==> config.mk <==
export PLATFORM = sky130hd
export DESIGN_NAME = rotary_encoder_value_adjust_top
export DESIGN_NICKNAME = d
export VERILOG_FILES = /design/src/rtl/reva_pkg.sv /design/src/rtl/reva_cfg.sv /design/src/rtl/reva_core.sv /design/src/rtl/rotary_encoder_value_adjust_top.sv
export VERILOG_INCLUDE_DIRS = /design/src /design/src/rtl
export SDC_FILE = /design/constraint.sdc
export NUM_CORES = 1
export LEC_CHECK = 0
export BUFFER_PORTS_ARGS = -buffer_cell sky130_fd_sc_hd__buf_2
export CAP_MARGIN = 20
export CORE_MARGIN = 3
export CORE_UTILIZATION = 60
export DETAILED_ROUTE_END_ITERATION = 8
export GPL_ROUTABILITY_DRIVEN = 1
export PLACE_DENSITY_LB_ADDON = 0.05
export SLEW_MARGIN = 25
export SYNTH_ARGS = -nofsm -noshare
export SYNTH_HDL_FRONTEND = slang
export SYNTH_SLANG_ARGS = --single-unit
==> constraint.sdc <==
create_clock -name clk -period 4.78 [get_ports clk]
set_clock_uncertainty 0.15 [all_clocks]
set_input_delay 0.956 -clock clk [delete_from_list [all_inputs] [get_ports clk]]
set_output_delay 0.956 -clock clk [all_outputs]
set_load 0.01 [all_outputs]
==> src/rtl/rotary_encoder_value_adjust_top_macros.svh <==
// Assertion macros used by reva_core of the rotary encoder value adjuster RTL.
`ifndef ROTARY_ENCODER_VALUE_ADJUST_TOP_MACROS_SVH
`define ROTARY_ENCODER_VALUE_ADJUST_TOP_MACROS_SVH

// Same-cycle implication, checked on clk and disabled while rst_n is low.
`define REVA_ASSERT_IMP(lbl, ante, cons, msg) \
    lbl: assert property (@(posedge clk) disable iff (!rst_n) (ante) |-> (cons)) \
        else $error(msg);

// Next-cycle implication, checked on clk and disabled while rst_n is low.
`define REVA_ASSERT_NEXT(lbl, ante, cons, msg) \
    lbl: assert property (@(posedge clk) disable iff (!rst_n) (ante) |=> (cons)) \
        else $error(msg);

`endif

==> src/rtl/reva_pkg.sv <==
// Shared types, codes and constants of the rotary encoder value adjuster.
package reva_pkg;

    localparam int CFG_VALUE_W = 11;
    localparam int CFG_TICKS_W = 8;
    localparam int CFG_INDEX_W = 2;
    localparam int STEP_W      = 7;

    localparam int TARGET_RESET = 500;

    localparam logic [CFG_VALUE_W-1:0] VALUE_MIN_RESET = 11'd10;
    localparam logic [CFG_VALUE_W-1:0] VALUE_MAX_RESET = 11'd1000;
    localparam logic [CFG_TICKS_W-1:0] DEBOUNCE_RESET  = 8'd10;

    localparam logic [STEP_W-1:0] STEP_ONE     = 7'd1;
    localparam logic [STEP_W-1:0] STEP_TEN     = 7'd10;
    localparam logic [STEP_W-1:0] STEP_HUNDRED = 7'd100;

    // Configuration register indexes.
    localparam logic [CFG_INDEX_W-1:0] REG_VALUE_MIN      = 2'd0;
    localparam logic [CFG_INDEX_W-1:0] REG_VALUE_MAX      = 2'd1;
    localparam logic [CFG_INDEX_W-1:0] REG_DEBOUNCE_TICKS = 2'd2;

    typedef enum logic [1:0] {
        REQ_A_EDGE   = 2'd0,
        REQ_KEY_EDGE = 2'd1,
        REQ_TICK     = 2'd2
    } req_t;

    typedef enum logic [1:0] {
        ERR_NONE   = 2'd0,
        ERR_BAD_B  = 2'd1,
        ERR_NO_LOW = 2'd2
    } err_t;

    typedef struct packed {
        logic [CFG_VALUE_W-1:0] value_min;
        logic [CFG_VALUE_W-1:0] value_max;
        logic [CFG_TICKS_W-1:0] debounce_ticks;
    } cfg_t;

    typedef struct packed {
        logic value_changed;
        logic turn_seen;
        logic step_changed;
        err_t error_code;
    } flags_t;

    // Step sequence 1 -> 10 -> 100 -> 1; any other value returns to 1.
    function automatic logic [STEP_W-1:0] next_step(input logic [STEP_W-1:0] s);
        logic [STEP_W-1:0] r;
        begin
            if (s == STEP_ONE)
            begin
                r = STEP_TEN;
            end
            else if (s == STEP_TEN)
            begin
                r = STEP_HUNDRED;
            end
            else
            begin
                r = STEP_ONE;
            end
            return r;
        end
    endfunction

endpackage

==> src/rtl/reva_cfg.sv <==
// Configuration registers of the rotary encoder value adjuster.
module reva_cfg (
    input  logic                                  clk,
    input  logic                                  rst_n,
    input  logic                                  cfg_we,
    input  logic [reva_pkg::CFG_INDEX_W-1:0]      cfg_index,
    input  logic [reva_pkg::CFG_VALUE_W-1:0]      cfg_data,
    output reva_pkg::cfg_t                        cfg
);

    reva_pkg::cfg_t cfg_reg;

    always_ff @(posedge clk or negedge rst_n)
    begin
        if (!rst_n)
        begin
            cfg_reg.value_min      <= reva_pkg::VALUE_MIN_RESET;
            cfg_reg.value_max      <= reva_pkg::VALUE_MAX_RESET;
            cfg_reg.debounce_ticks <= reva_pkg::DEBOUNCE_RESET;
        end
        else if (cfg_we)
        begin
            case (cfg_index)
                reva_pkg::REG_VALUE_MIN:
                begin
                    cfg_reg.value_min <= cfg_data;
                end
                reva_pkg::REG_VALUE_MAX:
                begin
                    cfg_reg.value_max <= cfg_data;
                end
                reva_pkg::REG_DEBOUNCE_TICKS:
                begin
                    cfg_reg.debounce_ticks <= cfg_data[reva_pkg::CFG_TICKS_W-1:0];
                end
                default:
                begin
                end
            endcase
        end
    end

    assign cfg = cfg_reg;

endmodule

==> src/rtl/reva_core.sv <==
// Encoder and key decode state with the next-state logic for one word.
`include "rotary_encoder_value_adjust_top_macros.svh"

module reva_core #(
    parameter int VALUE_BITS = 11
) (
    input  logic                              clk,
    input  logic                              rst_n,
    input  logic                              adv,
    input  logic [1:0]                        req,
    input  logic                              a_level,
    input  logic                              b_level,
    input  logic                              key_level,
    input  reva_pkg::cfg_t                    cfg,
    output logic [VALUE_BITS-1:0]             target_next,
    output logic [reva_pkg::STEP_W-1:0]       step_next,
    output reva_pkg::flags_t                  flags
);

    // Compare width covers both the target and the 11-bit limits, plus a carry.
    localparam int CMP_W = ((VALUE_BITS > reva_pkg::CFG_VALUE_W) ?
                            VALUE_BITS : reva_pkg::CFG_VALUE_W) + 1;

    logic                            a_prev_reg,  a_prev_next;
    logic                            b_prev_reg,  b_prev_next;
    logic [VALUE_BITS-1:0]           target_reg;
    logic [reva_pkg::STEP_W-1:0]     step_reg;
    logic                            armed_reg,   armed_next;
    logic [reva_pkg::CFG_TICKS_W-1:0] tick_reg,   tick_next;

    logic [CMP_W-1:0]                inc_sum;
    logic [CMP_W-1:0]                dec_floor;
    logic [reva_pkg::CFG_TICKS_W-1:0] tick_inc;

    assign inc_sum   = CMP_W'(target_reg) + CMP_W'(step_reg);
    assign dec_floor = CMP_W'(cfg.value_min) + CMP_W'(step_reg);
    assign tick_inc  = tick_reg + reva_pkg::CFG_TICKS_W'(1);

    always_comb
    begin
        a_prev_next = a_prev_reg;
        b_prev_next = b_prev_reg;
        target_next = target_reg;
        step_next   = step_reg;
        armed_next  = armed_reg;
        tick_next   = tick_reg;
        flags       = '{value_changed: 1'b0, turn_seen: 1'b0, step_changed: 1'b0,
                        error_code: reva_pkg::ERR_NONE};
        case (req)
            reva_pkg::REQ_A_EDGE:
            begin
                if (a_level)
                begin
                    if (!a_prev_reg)
                    begin
                        if (!b_prev_reg && b_level)
                        begin
                            // Clockwise detent.
                            flags.turn_seen = 1'b1;
                            if (inc_sum <= CMP_W'(cfg.value_max))
                            begin
                                target_next         = inc_sum[VALUE_BITS-1:0];
                                flags.value_changed = 1'b1;
                            end
                        end
                        else if (b_prev_reg && !b_level)
                        begin
                            // Counterclockwise detent.
                            flags.turn_seen = 1'b1;
                            if (CMP_W'(target_reg) >= dec_floor)
                            begin
                                target_next         = target_reg - VALUE_BITS'(step_reg);
                                flags.value_changed = 1'b1;
                            end
                        end
                        else
                        begin
                            flags.error_code = reva_pkg::ERR_BAD_B;
                        end
                    end
                    else
                    begin
                        flags.error_code = reva_pkg::ERR_NO_LOW;
                    end
                end
                a_prev_next = a_level;
                b_prev_next = b_level;
            end
            reva_pkg::REQ_KEY_EDGE:
            begin
                armed_next = 1'b1;
            end
            reva_pkg::REQ_TICK:
            begin
                if (armed_reg)
                begin
                    tick_next = tick_inc;
                    // A limit of zero matches only after the counter wraps.
                    if (tick_inc == cfg.debounce_ticks)
                    begin
                        if (!key_level)
                        begin
                            step_next          = reva_pkg::next_step(step_reg);
                            flags.step_changed = 1'b1;
                        end
                        tick_next  = '0;
                        armed_next = 1'b0;
                    end
                end
            end
            default:
            begin
            end
        endcase
    end

    always_ff @(posedge clk or negedge rst_n)
    begin
        if (!rst_n)
        begin
            a_prev_reg <= 1'b0;
            b_prev_reg <= 1'b0;
            target_reg <= VALUE_BITS'(reva_pkg::TARGET_RESET);
            step_reg   <= reva_pkg::STEP_ONE;
            armed_reg  <= 1'b0;
            tick_reg   <= '0;
        end
        else if (adv)
        begin
            a_prev_reg <= a_prev_next;
            b_prev_reg <= b_prev_next;
            target_reg <= target_next;
            step_reg   <= step_next;
            armed_reg  <= armed_next;
            tick_reg   <= tick_next;
        end
    end

    `REVA_ASSERT_IMP(a_step_legal, 1'b1, (step_reg == reva_pkg::STEP_ONE) || (step_reg == reva_pkg::STEP_TEN) || (step_reg == reva_pkg::STEP_HUNDRED), "step left the 1/10/100 cycle")
    `REVA_ASSERT_IMP(a_count_needs_arm, tick_reg != '0, armed_reg, "debounce count running while disarmed")
    `REVA_ASSERT_NEXT(a_target_only_on_turn, !adv || (req != reva_pkg::REQ_A_EDGE), $stable(target_reg), "target moved without an encoder word")
    `REVA_ASSERT_NEXT(a_press_disarms, adv && flags.step_changed, !armed_reg && (tick_reg == '0), "debounce not cleared after a step change")

endmodule

==> src/rtl/rotary_encoder_value_adjust_top.sv <==
// Top level of the rotary encoder value adjuster: stream ports, word pipeline, config port.
//
// The block decodes a two-phase rotary encoder with a push key. Each input word is an
// encoder A-pin edge, a key edge or a 1 ms tick (selected by s_axis_tuser). A clockwise
// detent raises the target by the current step and a counterclockwise detent lowers it,
// only while the result stays within value_min and value_max; a debounced key press
// cycles the step through 1, 10 and 100. Every input word yields exactly one output word
// carrying the target, the step, change flags and an error code. Throughput is one word
// per clock cycle while the output is not stalled: an input register feeds a single pass
// of decode logic that writes the output register, so a word is accepted while the
// previous result waits downstream. An accepted word waits in the input register until
// the output register is empty or is being drained, then moves into it.
// Configuration writes take effect at the next clock edge and must be made
// only while no word is in flight. After reset the target is 500 (masked to VALUE_BITS),
// the step is 1, and the limits are 10 and 1000 with a debounce of 10 ticks.
module rotary_encoder_value_adjust_top #(
    parameter int VALUE_BITS = 11
) (
    input  logic                                  clk,
    input  logic                                  rst_n,
    // Input stream.
    input  logic                                  s_axis_tvalid,
    output logic                                  s_axis_tready,
    // tdata, lowest bit first: a_level, b_level, key_level, zero fill.
    input  logic [7:0]                            s_axis_tdata,
    // tuser: req_type.
    input  logic [1:0]                            s_axis_tuser,
    // Output stream.
    output logic                                  m_axis_tvalid,
    input  logic                                  m_axis_tready,
    // tdata, lowest bit first: target_value (VALUE_BITS), step_size (7), value_changed,
    // turn_seen, step_changed, error_code (2), zero fill to whole bytes.
    output logic [((VALUE_BITS + 12 + 7) / 8) * 8 - 1:0] m_axis_tdata,
    // Configuration write port.
    input  logic                                  cfg_we,
    input  logic [reva_pkg::CFG_INDEX_W-1:0]      cfg_index,
    input  logic [reva_pkg::CFG_VALUE_W-1:0]      cfg_data
);

    localparam int RES_W  = VALUE_BITS + reva_pkg::STEP_W + 5;
    localparam int DATA_W = ((VALUE_BITS + 12 + 7) / 8) * 8;

    reva_pkg::cfg_t                 cfg;
    logic                           in_valid_reg;
    logic [1:0]                     in_req_reg;
    logic                           in_a_reg;
    logic                           in_b_reg;
    logic                           in_key_reg;
    logic                           out_valid_reg;
    logic [DATA_W-1:0]              out_data_reg;
    logic                           adv;
    logic [VALUE_BITS-1:0]          target_next;
    logic [reva_pkg::STEP_W-1:0]    step_next;
    reva_pkg::flags_t               flags;
    logic [RES_W-1:0]               result;

    // A word moves from the input register to the output register when the output
    // register is empty or is being drained in this cycle.
    assign adv           = in_valid_reg && (!out_valid_reg || m_axis_tready);
    assign s_axis_tready = !in_valid_reg || adv;

    reva_cfg u_cfg (
        .clk       (clk),
        .rst_n     (rst_n),
        .cfg_we    (cfg_we),
        .cfg_index (cfg_index),
        .cfg_data  (cfg_data),
        .cfg       (cfg)
    );

    reva_core #(
        .VALUE_BITS (VALUE_BITS)
    ) u_core (
        .clk         (clk),
        .rst_n       (rst_n),
        .adv         (adv),
        .req         (in_req_reg),
        .a_level     (in_a_reg),
        .b_level     (in_b_reg),
        .key_level   (in_key_reg),
        .cfg         (cfg),
        .target_next (target_next),
        .step_next   (step_next),
        .flags       (flags)
    );

    assign result = {flags.error_code, flags.step_changed, flags.turn_seen,
                     flags.value_changed, step_next, target_next};

    always_ff @(posedge clk or negedge rst_n)
    begin
        if (!rst_n)
        begin
            in_valid_reg  <= 1'b0;
            out_valid_reg <= 1'b0;
        end
        else
        begin
            if (s_axis_tready)
            begin
                in_valid_reg <= s_axis_tvalid;
            end
            if (adv)
            begin
                out_valid_reg <= 1'b1;
            end
            else if (m_axis_tready)
            begin
                out_valid_reg <= 1'b0;
            end
        end
    end

    // Payload registers carry no reset.
    always_ff @(posedge clk)
    begin
        if (s_axis_tready && s_axis_tvalid)
        begin
            in_req_reg <= s_axis_tuser;
            in_a_reg   <= s_axis_tdata[0];
            in_b_reg   <= s_axis_tdata[1];
            in_key_reg <= s_axis_tdata[2];
        end
        if (adv)
        begin
            out_data_reg <= DATA_W'(result);
        end
    end

    assign m_axis_tvalid = out_valid_reg;
    assign m_axis_tdata  = out_data_reg;

endmodule
==> out/metrics.yaml <==
worst_setup_path:
  worst_ep_required_time_ps: 4740
  worstPathMaxFanout: 9
  setup.reg_to_reg.worst_slack_ps: 300
  ff2ff_path_depth: 17
  slowest_stage: "sky130_fd_sc_hd__dfstp_2"
  path_class: "flip-flop to flip-flop"
  critical_register_to_register_path_startpoint: "u_core.step_reg[0]$_DFFE_PN1P_"
  timing.critical_path.to_type: "flip-flop"
  critical_path.cell_chain: "ha_1 > fa_1 > a21o_1 > a21oi_1 > o21bai_1 > a21oi_1 > nor2b_1 > o21ai_0 > xor2_1 > ha_1 > nand3_1 > nor3_1 > a221oi_1 > a21oi_1 > nand2_2 > a21o_1 > a211o_1"
  worst_ep_arrival_time_ps: 4440
  most_used_cell_cp: "sky130_fd_sc_hd__a21oi_1"
  critical-path-max-stage-delay_ps: 420
  crit-reg2reg-capture: "m_axis_tdata[2]$_DFFE_PP_"
  worstSetupStartpointType: "flip-flop"
layout:
  number_of_flip_flops_under_the_largest_register_name: 30
  layout.cells.non_filler: 761
  drive_above_1_share_pct: 22.15
  nets: 706
  layout-area-overhead-vs-synth_pct: 9.108
  diodes: 0
grt:
  grt_pass1_wl_um: 22450
  grt_max_degree: 45
  grt_antenna_before_repair: 0
  remaining_global_route_overflow: 0
  global_route.usage.total_pct: 25.26
  via_count_of_the_first_global_routing_pass: 4670
pwr:
  total_leakage_power_nw: 2.768
  power-per-cell-area_nw_per_um2: 429.8
  vdd_drop_max_uv: 253.3
  post-layout-total-power_mw: 2.770
timing:
  grt_setup_unrepaired: "no"
  fin_crit_sh_pct: 93.71
  setup_viol_count_final: 0
  tightestPinTransition_ps: 995.8
  clock.fmax_mhz: 223.2
  hold_violations: 0
  final_period_minus_worst_setup_slack_ps: 4480
  fin_tns_setup_ps: 0
  fin_worst_hold_slack_ps: 351.1
  worst_slew_margin_rel_pct: 33.37
  timing_max_transition_violations_final: 0
drt:
  postRouteWirelength_um: 13510
  mean_number_of_vias_per_cell: 6.045
  wl_per_cell_um: 17.75
  drt_first_pass_iters: 5
  final_antenna_net_count: 0
  drt_drc_violations_left: 0
  route.vias.total: 4600
  drt_iter0_markers: 165
clocking:
  post-cts-setup-buffer-count: 0
  clk_root_buffer_cell: "sky130_fd_sc_hd__clkbuf_8"
  clock_insertion_delay_worst_skew_ps: 360
  cts-buffers-inserted: 9
  clkTransAtPathRegs_ps: 90
  cts_htree_levels: 3
  tritoncts_clock_tree: "built"
  cts.sinks: 89
  max_buffers_root_to_sink: 2
synthesis:
  synthesis.area_per_instance_um2: 10.11
  ys_seq_area_share_pct: 40.44
  synth.top_cell.area_share_pct: 18.64
  number_of_storage_elements_in_the_synthesis_netlist: 89
  synth_area_um2: 5907
  ys_async_sr_fraction_pct: 68.54
  synthTopCellsByArea: "sky130_fd_sc_hd__dfrtp_1 (19%), sky130_fd_sc_hd__edfxtp_1 (14%), sky130_fd_sc_hd__ha_1 (10%)"
  post_synth_inst_count: 584
  ys_types: 80
  synth.top_cells.by_count: "sky130_fd_sc_hd__ha_1 (48), sky130_fd_sc_hd__dfrtp_1 (44), sky130_fd_sc_hd__inv_1 (42)"
  number_of_flops_mapped_to_enable_cells_by_yosys: 28
  synth_top_flop_cell: "sky130_fd_sc_hd__dfrtp_1"
  synth-warning-count: 0
  most_frequent_cell_after_synthesis: "sky130_fd_sc_hd__ha_1"
  synth.net_count: 663
  netlist.top_cell.by_area: "sky130_fd_sc_hd__dfrtp_1"
run:
  timing.max_cap.violations: 0
hold_path:
  timing.hold.worst_endpoint: "m_axis_tvalid$_DFFE_PN0P_"
  hold_path.class: "flip-flop to flip-flop"
  cell_count_of_the_worst_hold_path: 1
  holdCritStartpoint: "in_valid_reg$_DFFE_PN0N_"
floorplanning:
  initial_utilization_pct: 62.74
  die_h_um: 105.2
  ios: 54
  die_width_um: 105.2
  placementRows: 35
  dieArea_um2: 11070
  floorplan.core_area_um2: 9415
outcome:
  status: "completed"
placement:
  routabilityCongestion: 0.8902
  dp_hpwl_um: 10470
  io_buffer_count: 47
  post-place-cells: 745
## per-layer routing
metal / part of all wire, % / track usage, %
met1: 42 / 30.50
met2: 52 / 45.40
met3: 4.3 / 4.654
met4: 1.7 / 8.060
met5: 0 / 0
## report_power, final
part / total (mW) / switching, mW / internal [mW]
clock: 0.526 / 0.282 / 0.244
combinational: 1.17 / 0.672 / 0.502
sequential: 1.07 / 0.136 / 0.934
## critical path: cells and delay by family, from the launching register on
| kind | cells | cell delay, ps |
|---|---|---|
| fa+ha+maj | 3 | 960 |
| xor+xnor | 1 | 100 |
| simple gates | 4 | 600 |
| compound gates | 9 | 1990 |
| flops | 1 | 420 |
## metrics by stage
| stage | area [um^2] | utilization (%) | setup slack [ps] |
|---|---|---|---|
| floorplan | 5907 | - | 664.7 |
| global placement | 6248 | 66.37 | 377.2 |
| detailed placement | 6248 | 66.37 | 290.3 |
| CTS | 6444 | 68.44 | 264.2 |
| global route | 6445 | 68.45 | 12.09 |
| finish | 6445 | 68.45 | 300.5 |
## timing repair
| action | in CTS | in global routing |
|---|---|---|
| setup endpoints to repair | 0 | 1 |
| resized for setup | 0 | 1 |
| hold buffers | 0 | 0 |
## cell type report
| type | instances | area [um^2] |
|---|---|---|
| inverters | 43 | 161.4 |
| repair buffers | 54 | 287.8 |
| multi-input cells | 430 | 3249 |
| flip-flops and latches | 89 | 2390 |
| fillers | 751 | 2970 |
| well taps | 129 | 161.4 |
| clock inverters | 6 | 67.56 |
| clock buffers | 10 | 127.6 |
## kinds of logic (layout without fill, tap and decap cells)
family,after synthesis,after routing,synth area share (%)
fa+ha+maj,51,51,11.18
flops,89,89,40.44
buf+inv,65,113,4.554
other cells,1,1,0.06348
mux,39,39,7.329
simple gates,166,166,15.29
compound gates,146,146,17.14
xor+xnor,27,27,4.003
## cell usage in the layout (no fill, tap or decap), types with 3 or more instances in the layout
| master | instances |
|---|---|
| sky130_fd_sc_hd__nand2b_1 | 11 |
| sky130_fd_sc_hd__o211a_1 | 3 |
| sky130_fd_sc_hd__xor2_1 | 13 |
| sky130_fd_sc_hd__o21bai_1 | 5 |
| sky130_fd_sc_hd__xnor2_1 | 14 |
| sky130_fd_sc_hd__and2_1 | 4 |
| sky130_fd_sc_hd__dfrtp_1 | 43 |
| sky130_fd_sc_hd__nor3_1 | 10 |
| sky130_fd_sc_hd__a21o_1 | 10 |
| sky130_fd_sc_hd__mux2i_1 | 5 |
| sky130_fd_sc_hd__nand3_1 | 20 |
| sky130_fd_sc_hd__edfxtp_1 | 28 |
| sky130_fd_sc_hd__nand3b_1 | 4 |
| sky130_fd_sc_hd__a211oi_1 | 6 |
| sky130_fd_sc_hd__nor2_1 | 29 |
| sky130_fd_sc_hd__nor3b_1 | 5 |
| sky130_fd_sc_hd__o211ai_1 | 4 |
| sky130_fd_sc_hd__ha_1 | 48 |
| sky130_fd_sc_hd__o21a_1 | 6 |
| sky130_fd_sc_hd__o2111ai_1 | 3 |
| sky130_fd_sc_hd__clkbuf_8 | 9 |
| sky130_fd_sc_hd__nand2_1 | 36 |
| sky130_fd_sc_hd__buf_2 | 47 |
| sky130_fd_sc_hd__o31a_1 | 3 |
| sky130_fd_sc_hd__nor2b_1 | 5 |
| sky130_fd_sc_hd__a31oi_1 | 6 |
| sky130_fd_sc_hd__o21ai_0 | 33 |
| sky130_fd_sc_hd__or2_2 | 3 |
| sky130_fd_sc_hd__a211o_1 | 6 |
| sky130_fd_sc_hd__dfstp_2 | 17 |
| sky130_fd_sc_hd__or3_1 | 5 |
| sky130_fd_sc_hd__inv_1 | 42 |
| sky130_fd_sc_hd__and3_1 | 5 |
| sky130_fd_sc_hd__mux2_2 | 33 |
| sky130_fd_sc_hd__nand4_1 | 11 |
| sky130_fd_sc_hd__fa_1 | 3 |
| sky130_fd_sc_hd__a21oi_1 | 31 |
| sky130_fd_sc_hd__buf_4 | 7 |
## how the worst max path moves through the flow
stage	cells after the start	slack (ps)	startpoint	end
floorplan	14	660	u_core.step_reg[1]$_DFFE_PN0P_	m_axis_tdata[2]$_DFFE_PP_
global placement	17	380	u_core.step_reg[0]$_DFFE_PN1P_	m_axis_tdata[2]$_DFFE_PP_
detailed placement	15	290	u_core.step_reg[1]$_DFFE_PN0P_	m_axis_tdata[8]$_DFFE_PP_
CTS	15	260	u_core.step_reg[1]$_DFFE_PN0P_	m_axis_tdata[8]$_DFFE_PP_
global route	17	10	u_core.step_reg[0]$_DFFE_PN1P_	m_axis_tdata[4]$_DFFE_PP_
finish	17	300	u_core.step_reg[0]$_DFFE_PN1P_	m_axis_tdata[2]$_DFFE_PP_
Note: power is estimated with default switching activity, not from simulation.
